$ cat src/rtl/bmhq_pkg.sv
// Shared types and constants for the binary min-heap queue.
package bmhq_pkg;

    localparam int VAL_W          = 32;
    localparam int CNT_OUT_W      = 11;
    localparam int NODE_W         = 17;
    localparam int DEP_W          = 5;
    localparam int HEAP_DEPTH_DEF = 1024;

    typedef enum logic {
        REQ_PUSH = 1'b0,
        REQ_POP  = 1'b1
    } t_req;

    typedef struct packed {
        t_req                    req_type;
        logic signed [VAL_W-1:0] push_value;
    } t_req_item;

    typedef struct packed {
        logic signed [VAL_W-1:0] min_value;
        logic [CNT_OUT_W-1:0]    entry_count;
        logic                    is_empty;
        logic                    op_error;
    } t_rsp_item;

    typedef enum logic [1:0] {
        OP_INS,
        OP_FETCH,
        OP_SIFT
    } t_op;

    // token handed from one level to the next
    typedef struct packed {
        logic                    act;
        t_op                     op;
        logic                    stop;
        logic [NODE_W-1:0]       node;
        logic [NODE_W-1:0]       tgt;
        logic [NODE_W-1:0]       lim;
        logic [DEP_W-1:0]        dep;
        logic signed [VAL_W-1:0] val;
    } t_tok;

    // write of the slot chosen one level up
    typedef struct packed {
        logic                    we;
        logic signed [VAL_W-1:0] val;
    } t_upw;

    typedef enum logic [2:0] {
        ST_IDLE,
        ST_INS,
        ST_FETCH,
        ST_SIFT,
        ST_DONE
    } t_state;

endpackage

$ cat src/rtl/bmhq_ram.sv
// Generic single-write, single-read RAM with registered read data.
module bmhq_ram
    import bmhq_pkg::*;
#(
    parameter int WIDTH = 2 * VAL_W,
    parameter int DEPTH = 2,
    localparam int AW   = (DEPTH > 1) ? $clog2(DEPTH) : 1
) (
    input  logic             i_clk,
    input  logic             i_we,
    input  logic [AW-1:0]    i_waddr,
    input  logic [WIDTH-1:0] i_wdata,
    input  logic             i_re,
    input  logic [AW-1:0]    i_raddr,
    output logic [WIDTH-1:0] o_rdata
);

    logic [WIDTH-1:0] r_mem [DEPTH];
    logic [WIDTH-1:0] r_rdata;

    always_ff @(posedge i_clk) begin
        if (i_we) begin
            r_mem[i_waddr] <= i_wdata;
        end
        if (i_re) begin
            r_rdata <= r_mem[i_raddr];
        end
    end

    assign o_rdata = r_rdata;

endmodule

$ cat src/rtl/bmhq_cell.sv
// One heap level: sibling-pair store plus the compare and swap for that level.
module bmhq_cell
    import bmhq_pkg::*;
#(
    parameter int   LVL  = 1,
    parameter logic LAST = 1'b0
) (
    input  logic i_clk,
    input  logic i_rst_n,
    input  t_tok i_tok,
    output t_tok o_tok,
    input  t_upw i_upw,
    output t_upw o_upw
);

    localparam int PAIRS = 1 << (LVL - 1);
    localparam int PAW   = (LVL > 1) ? LVL - 1 : 1;

    t_tok                    r_tok;
    logic                    r_act;
    logic [2*VAL_W-1:0]      rd_pair;
    logic [2*VAL_W-1:0]      wr_pair;
    logic [PAW-1:0]          rd_addr;
    logic [PAW-1:0]          wr_addr;
    logic signed [VAL_W-1:0] left_v;
    logic signed [VAL_W-1:0] right_v;
    logic signed [VAL_W-1:0] here_v;
    logic signed [VAL_W-1:0] pick_v;
    logic signed [VAL_W-1:0] wval;
    logic                    pick_r;
    logic                    left_ok;
    logic                    at_here;
    logic                    we;
    logic                    wsel;
    logic [DEP_W-1:0]        bit_idx;
    logic [NODE_W-1:0]       path_node;

    always_ff @(posedge i_clk) begin
        if (!i_rst_n) begin
            r_act <= 1'b0;
        end else begin
            r_act <= i_tok.act;
        end
    end

    always_ff @(posedge i_clk) begin
        if (i_tok.act) begin
            r_tok <= i_tok;
        end
    end

    assign rd_addr = (LVL > 1) ? PAW'(i_tok.node >> 1) : '0;
    assign wr_addr = (LVL > 1) ? PAW'(r_tok.node >> 1) : '0;

    assign left_v    = rd_pair[VAL_W-1:0];
    assign right_v   = rd_pair[2*VAL_W-1:VAL_W];
    assign here_v    = r_tok.node[0] ? right_v : left_v;
    assign left_ok   = r_tok.node <= r_tok.lim;
    assign pick_r    = (r_tok.node < r_tok.lim) && (right_v < left_v);
    assign pick_v    = pick_r ? right_v : left_v;
    assign at_here   = r_tok.dep == DEP_W'(LVL);
    assign bit_idx   = r_tok.dep - DEP_W'(LVL + 1);
    assign path_node = {r_tok.node[NODE_W-2:0], r_tok.tgt[bit_idx]};

    always_comb begin
        o_tok     = r_tok;
        o_tok.act = r_act;
        o_upw     = '0;
        we        = 1'b0;
        wsel      = r_tok.node[0];
        wval      = r_tok.val;
        if (r_act && !r_tok.stop) begin
            unique case (r_tok.op)
                OP_INS: begin
                    if (at_here) begin
                        we         = 1'b1;
                        o_tok.stop = 1'b1;
                    end else begin
                        o_tok.node = path_node;
                        if (r_tok.val < here_v) begin
                            we        = 1'b1;
                            o_tok.val = here_v;
                        end
                    end
                end
                OP_FETCH: begin
                    if (at_here) begin
                        o_tok.val  = here_v;
                        o_tok.stop = 1'b1;
                    end else begin
                        o_tok.node = path_node;
                    end
                end
                OP_SIFT: begin
                    if (left_ok && !(r_tok.val < pick_v)) begin
                        o_upw      = '{we: 1'b1, val: pick_v};
                        o_tok.node = {r_tok.node[NODE_W-2:1], pick_r, 1'b0};
                        if (LAST) begin
                            we   = 1'b1;
                            wsel = pick_r;
                        end
                    end else begin
                        o_upw      = '{we: 1'b1, val: r_tok.val};
                        o_tok.stop = 1'b1;
                    end
                end
                default: begin
                    o_tok.stop = 1'b1;
                end
            endcase
        end else if (i_upw.we) begin
            // child has settled the slot picked here on the previous cycle
            we   = 1'b1;
            wsel = pick_r;
            wval = i_upw.val;
        end
    end

    assign wr_pair = wsel ? {wval, left_v} : {right_v, wval};

    bmhq_ram #(
        .WIDTH(2 * VAL_W),
        .DEPTH(PAIRS)
    ) u_ram (
        .i_clk  (i_clk),
        .i_we   (we),
        .i_waddr(wr_addr),
        .i_wdata(wr_pair),
        .i_re   (i_tok.act),
        .i_raddr(rd_addr),
        .o_rdata(rd_pair)
    );

endmodule

$ cat config.mk
export PLATFORM = sky130hd
export DESIGN_NAME = bmhq_cell
export DESIGN_NICKNAME = d
export VERILOG_FILES = /design/src/rtl/bmhq_pkg.sv /design/src/rtl/bmhq_ram.sv /design/src/rtl/bmhq_cell.sv
export SDC_FILE = /design/constraint.sdc
export NUM_CORES = 1
export LEC_CHECK = 0
export ABC_AREA = 0
export BUFFER_PORTS_ARGS = -buffer_cell sky130_fd_sc_hd__buf_2
export CORE_ASPECT_RATIO = 1.75
export CORE_MARGIN = 8
export CORE_UTILIZATION = 30
export DETAILED_ROUTE_END_ITERATION = 8
export PLACE_DENSITY = 0.55
export RECOVER_POWER = 100
export SETUP_SLACK_MARGIN = 0.2
export SLEW_MARGIN = 0
export SYNTH_ARGS = -nofsm -noshare
export SYNTH_HDL_FRONTEND = slang
export SYNTH_HIERARCHICAL = 1
export SYNTH_SLANG_ARGS = --single-unit
$ cat constraint.sdc
create_clock -name i_clk -period 18.8 [get_ports i_clk]
set_input_delay 1.88 -clock i_clk [delete_from_list [all_inputs] [get_ports i_clk]]
set_output_delay 1.88 -clock i_clk [all_outputs]
set_load 0.01 [all_outputs]
==> results of run 1 <==
[metal layers]
metal	up-vias	routed length, um	track usage	share of wire
met5	-	0	0	0
met2	324	21680	0.2805	0.51
met3	82	2533	0.02935	0.059
met4	0	1883	0.07311	0.044
li1	4969	-	-	-
met1	4970	16740	0.1762	0.39
[state kept, by name, indices dropped and copies added (netlist names)]
signal / flops
r_act: 1
u_ram/r_mem: 64
path_node: 16
u_ram/o_rdata: 64
o_tok: 41
r_tok: 34
[power by group through the flow]
stage | clock network [mW] | registers, mW | logic [mW]
2_1_floorplan | 0 | 0.641 | 0.283
3_3_place_gp | 0 | 0.656 | 0.393
3_5_place_dp | 0 | 0.657 | 0.400
4_1_cts | 0.517 | 0.647 | 0.403
5_1_grt | 0.534 | 0.657 | 0.432
6_report | 0.500 | 0.651 | 0.383
[placed cells by master, fill, tap and decap left out, types with 33 or more instances in the layout]
| cell type | instances |
|---|---|
| buf_2 | 142 |
| o21ai_0 | 82 |
| a21oi_1 | 99 |
| mux2i_1 | 66 |
| inv_1 | 89 |
| nor2_1 | 109 |
| clkbuf_1 | 121 |
| nand2_1 | 83 |
| a211o_1 | 34 |
| ha_1 | 111 |
| edfxtp_1 | 219 |
| o22ai_1 | 33 |
[how the worst max path moves through the flow]
stage	start	end	slack, ns	cells after the start
2_1_floorplan	path_node[1]$_DFFE_PP_	u_ram/r_mem[0][0]$_DFFE_PP_	10.43	16
3_3_place_gp	u_ram/o_rdata[19]$_DFFE_PP_	o_upw[19]	10.56	21
3_5_place_dp	u_ram/o_rdata[51]$_DFFE_PP_	o_upw[19]	10.57	20
4_1_cts	u_ram/o_rdata[19]$_DFFE_PP_	o_upw[19]	9.92	21
5_1_grt	path_node[1]$_DFFE_PP_	o_upw[19]	5.98	22
6_report	path_node[1]$_DFFE_PP_	o_upw[19]	6.82	22
[stage by stage]
| stage | util | setup WS, ns | hold slack [ns] |
|---|---|---|---|
| 5_1_grt | 0.3476 | 5.982 | 0.4179 |
| 6_report | 0.3476 | 6.817 | 0.4121 |
| 3_5_place_dp | 0.3357 | 10.57 | 0.4045 |
| 4_1_cts | 0.3541 | 9.924 | 0.3970 |
| 3_3_place_gp | 0.3357 | 10.56 | 0.4014 |
| 2_1_floorplan | - | 10.43 | 0.4003 |
[layout make-up]
type                       count  area [um2]  area share
sequential                   220        6596      0.4231
multi-input combinational    812        5893      0.3780
timing repair buffer         268        1214     0.07786
tap                          577       721.9     0.04631
clock buffer                  28       636.9     0.04085
inverter                      89       334.1     0.02143
clock inverter                18       190.2     0.01220
antenna                        1       2.502   0.0001605
[worst reg2reg max path: cells and delay by family (launching register included)]
family / cells / cell delay [ns]
fa+ha+maj: 1 / 0.26
compound gates: 9 / 2.30
buf+inv: 4 / 6.41
flops: 1 / 0.32
simple gates: 1 / 0.24
==> results.md, run 1 <==
- Final Hold Fails: 0
- Die outline area: 52380 um2
- Cell Area, Synth: 13520 um2
- Reg-to-reg endpoint: u_ram/r_mem[0][21]$_DFFE_PP_
- Hold crit path type: flop to flop
- Worst Path Max Fanout: 66
- Vias in the first global route: 10569
- Hold Path End: u_ram/o_rdata[0]$_DFFE_PP_
- Worst EP required: 16.92 ns
- Slew headroom: -3.002
- Critical path's largest stage delay: 1.44 ns
- IO Pins: 252
- Routed vias: 10345
- Synth-to-Final Area Change: 15.32%
- CTS Buf Count: 25
- Wire length per cell: 21.28 um
- Sw Share: 0.3201
- Slew Viols, Final: 642
- Routed WL: 42.84 mm
- R2r startpoint: path_node[1]$_DFFE_PP_
- WP data arrival: 10.10 ns
- CP Class: flop to primary output
- Number of port buffers: 251
- CTS tree: done
- Worst-path clk slew: 0.07 ns
- Die Width: 176.5 um
- R2r worst-path depth: 15
- Total of max-cap violations: 12
- Period utilization: 0.6374
- Leakage: 6.282 nW
- Total power: 1.534 mW
- Via/cell ratio: 5.139
- Ys Warns: 6
- Crit-path slowest cell: clkbuf_1
- CP top delay family: buffers and inverters
- Run status: complete, but fails checks
- Clock root buffer: clkbuf_16
- Worst path cell trace: clkbuf_1 > inv_1 > ha_1 > nor2b_1 > o21ai_0 > nand3_1 > a211o_1 > a2111oi_0 > clkbuf_1 > mux2i_1 > ha_1 > a21o_1 > a21o_1 > a21oi_1 > a211o_1 > a21o_1 > a22oi_1 > o31a_1 > clkbuf_1 > nor2_1 > a211oi_1 > buf_2
- Die H: 296.8 um
- DR DRC count: 0
- Setup-violating endpoint count in the final report: 0
- Cell-internal power: 1.043 mW
- TritonRoute pass-1 iters: 5
- CP Capture Type: primary output
- Critical Path Start Type: flop
- WP buf/inv: 5
- Pwr dens: 98.40 nW/um2
- RSZ-0062 raised after global routing: no
- Filler Cell Count: 4613
- Setup_tns: 0 ns
- Skew-Pair Late Insertion Delay: 0.56 ns
- Hold_buf cts: 0
- Aggregate global-route resource usage: 0.1571
- Cts repair resizes: 0
- Gr ovfl total: 0
- Share of cells above drive strength 1: 0.1561
- Hold Path Depth: 0
- Starting Density: 0.3014
- Largest net degree at the start of global routing: 104
- Failing checks: max-capacitance violations, max-slew violations
- Total placed cells including tap cells: 1966
- Worst clock skew: 0.01916 ns
- Least-Margin Pin Slew: 6.003 ns
- Core area: 44850 um2
- Clk pwr share: 0.326
- Tmin final: 11.98 ns
- Switching Power: 0.4911 mW
- Combinational Power Share: 0.250
- Fin cells: 2013
- Hold Path Origin: u_ram/r_mem[0][0]$_DFFE_PP_
- H-tree Lvls: 1
- Placed Area: 15060 um2
- Fmax: 83.45 MHz
- Clock tree buffer depth: 3
- Setup Fix Bufs, Post-CTS: 0
- First-pass GRT wire length: 63.65 mm
- Initial antenna violation count: 1
- Mapped Cells: 1235
- Flop pwr share: 0.424
- Reg2reg setup slack: 8.74 ns
- Maximum VDD drop: 67.77 uV
- CTS Sinks: 220
- Syn avg cell area: 10.95 um2
- Initial DRC Count: 586
- ANT nets after route: 0
- Final GP Congestion: 0.8421
- Design area: 15590 um2
- Final nets: 1654
- Syn nets: 1473
- Hpwl dp: 31.16 mm
- Row count: 103
(Power assumes the default switching activity.)
==> run 2: changes to the inputs <==
- ABC_AREA: 0 -> 1
- PLACE_DENSITY: 0.55 -> 0.57
- clock period: 18.8 -> 10.5 ns (I/O delays scaled with it)
==> results.md, run 2 <==
- CTS tree: done
- Die H: 301.6 um (+1.6%)
- CP Capture Type: primary output
- Die outline area: 54030 um2 (+3.2%)
- Setup_tns: 0 ns (unchanged)
- Mapped Cells: 1637 (+33%)
- Slew headroom: -2.175 (+0.8272)
- RSZ-0062 raised after global routing: no
- Run status: complete, but fails checks
- Commonest non-fill, non-tap cell in the layout: nand2_1
- Routed WL: 47.59 mm (+11%)
- Period utilization: 0.8673
- Synth-to-Final Area Change: 15.51%
- Leakage: 6.938 nW (+10%)
- Routed vias: 12322 (+19%)
- Worst clock skew: 0.01524 ns (-0.003920 ns)
- Vias in the first global route: 12607 (+19%)
- Slew Viols, Final: 423 (-34%)
- Failing checks: max-capacitance violations, max-slew violations
- Aggregate global-route resource usage: 0.1725 (+0.01549)
- CP Class: flop to primary output
- Worst EP required: 9.45 ns (-7.47 ns)
- Number of port buffers: 251 (unchanged)
- Total of max-cap violations: 6 (-6)
- Core area: 46060 um2 (+2.7%)
- Skew-Pair Late Insertion Delay: 0.55 ns (about the same)
- Post-Place Setup Slack: 2.210 ns (-8.357 ns)
- TritonRoute pass-1 iters: 5 (unchanged)
- Final WS setup: 1.394 ns (-5.423 ns)
- Pwr dens: 178.3 nW/um2 (+81%)
- Clock root buffer: clkbuf_16
- First-pass GRT wire length: 71.45 mm (+12%)
- Fmax: 109.8 MHz
- Tmin final: 9.106 ns
- Syn nets: 1875 (+27%)
- ANT nets after route: 0 (unchanged)
- Starting Density: 0.3035 (+0.002038)
- Maximum VDD drop: 138.2 uV (+100%)
- Wire length per cell: 19.73 um (-7.3%)
- Most frequent cells in the layout: nand2_1 (424), o21ai_0 (264), edfxtp_1 (219), inv_1 (169), buf_2 (132)
- H-tree Lvls: 1 (unchanged)
- Hpwl dp: 34.28 mm (+10%)
- Cts repair resizes: 0 (unchanged)
- CTS Buf Count: 25 (unchanged)
- Setup-violating endpoint count in the final report: 0 (unchanged)
- IO Pins: 252 (unchanged)
- Final Hold Fails: 0 (unchanged)
- Filler Cell Count: 4828 (+4.7%)
- Initial DRC Count: 753 (+28%)
- Share of cells above drive strength 1: 0.1149 (-0.04122)
- Initial antenna violation count: 3 (+2)
- Clock tree buffer depth: 3 (unchanged)
- Cell Area, Synth: 13980 um2 (+3.4%)
- Row count: 104 (+0.97%)
- Final GP Congestion: 0.8436 (+0.18%)
- WP data arrival: 8.06 ns (-2.04 ns)
- CTS Sinks: 220 (unchanged)
- Worst-path clk slew: 0.07 ns (about the same)
- Final nets: 2047 (+24%)
- Hold_buf cts: 0 (unchanged)
- Critical Path Start Type: flop
- Hold crit path type: flop to flop
- Ys Warns: 6 (unchanged)
- Via/cell ratio: 5.109 (-0.59%)
- Syn avg cell area: 8.539 um2 (-22%)
- Setup Fix Bufs, Post-CTS: 0 (unchanged)
- Die Width: 179.2 um (+1.5%)
- Largest net degree at the start of global routing: 96 (-7.7%)
- Least-Margin Pin Slew: 4.762 ns (-1.241 ns)
- Gr ovfl total: 0 (unchanged)
- DR DRC count: 0 (unchanged)
- Worst Path Max Fanout: 37 (-44%)
==> run 2: area by class of cell <==
type | count | area (um2) | area share
Sequential cell | 220 | 6596 | 0.4085
Clock buffer | 25 | 625.6 | 0.03874
Antenna cell | 1 | 2.502 | 0.0001550
Tap cell | 583 | 729.5 | 0.04518
Timing Repair Buffer | 267 | 1209 | 0.07485
Clock inverter | 21 | 237.7 | 0.01472
Multi-Input combinational cell | 1120 | 6090 | 0.3771
Inverter | 175 | 656.9 | 0.04068
==> run 2: final timing paths <==
path              depth (start not counted)                        start                           end  slack [ns]
setup / recovery                         23          r_tok[87]$_DFFE_PP_                     o_upw[19]        1.39
hold / removal                            0  u_ram/r_mem[0][5]$_DFFE_PP_    u_ram/o_rdata[5]$_DFFE_PP_        0.41
setup reg to reg                         16       path_node[1]$_DFFE_PP_  u_ram/r_mem[0][33]$_DFFE_PP_        1.56
hold reg to reg                           0  u_ram/r_mem[0][5]$_DFFE_PP_    u_ram/o_rdata[5]$_DFFE_PP_        0.41
==> run 2: per-stage QoR <==
step	power, mW	area (um2)	util	instances	hold WS, ns
after global placement	1.941	15480	0.3361	2365	0.4006
after detailed placement	1.961	15480	0.3361	2365	0.4045
final	2.879	16150	0.3505	2412	0.4137
after CTS	2.911	16340	0.3548	2411	0.4090
after global routing	3.045	16140	0.3505	2411	0.4211
after floorplan	1.685	13980	-	1637	0.4003
==> run 2: critical path: stages (launching register included) <==
cell	delay (ns)
edfxtp_1	0.44
ha_1	0.34
a21oi_1	0.13
o21ai_0	0.23
a21oi_1	0.20
nand2_1	0.07
nor2_1	0.47
nand3_1	1.00
buf_4	0.60
o21ai_0	0.41
ha_1	0.33
a21oi_1	0.19
nor2_1	0.06
a211oi_1	0.22
o221ai_1	0.15
a21oi_1	0.18
nand3_1	0.11
nand2_2	0.21
nand2_2	0.41
inv_2	0.66
buf_4	0.45
o21ai_1	0.10
a21oi_1	0.30
clkbuf_1	0.21
==> run 2: layer usage <==
metal,share of wire,vias to the layer above,GRT usage,routed length (um)
li1,-,5942,-,-
met1,0.38,5780,0.1857,18090
met2,0.51,487,0.3185,24430
met3,0.065,111,0.03118,3100
met4,0.041,2,0.08103,1953
met5,0.00034,-,0,16
==> run 2: power by group <==
group / total [mW] / internal (mW) / switching [mW]
Sequential: 1.15 / 1.09 / 0.0631
Combinational: 0.790 / 0.239 / 0.550
Clock: 0.935 / 0.540 / 0.396
Total: 2.88 / 1.87 / 1.01
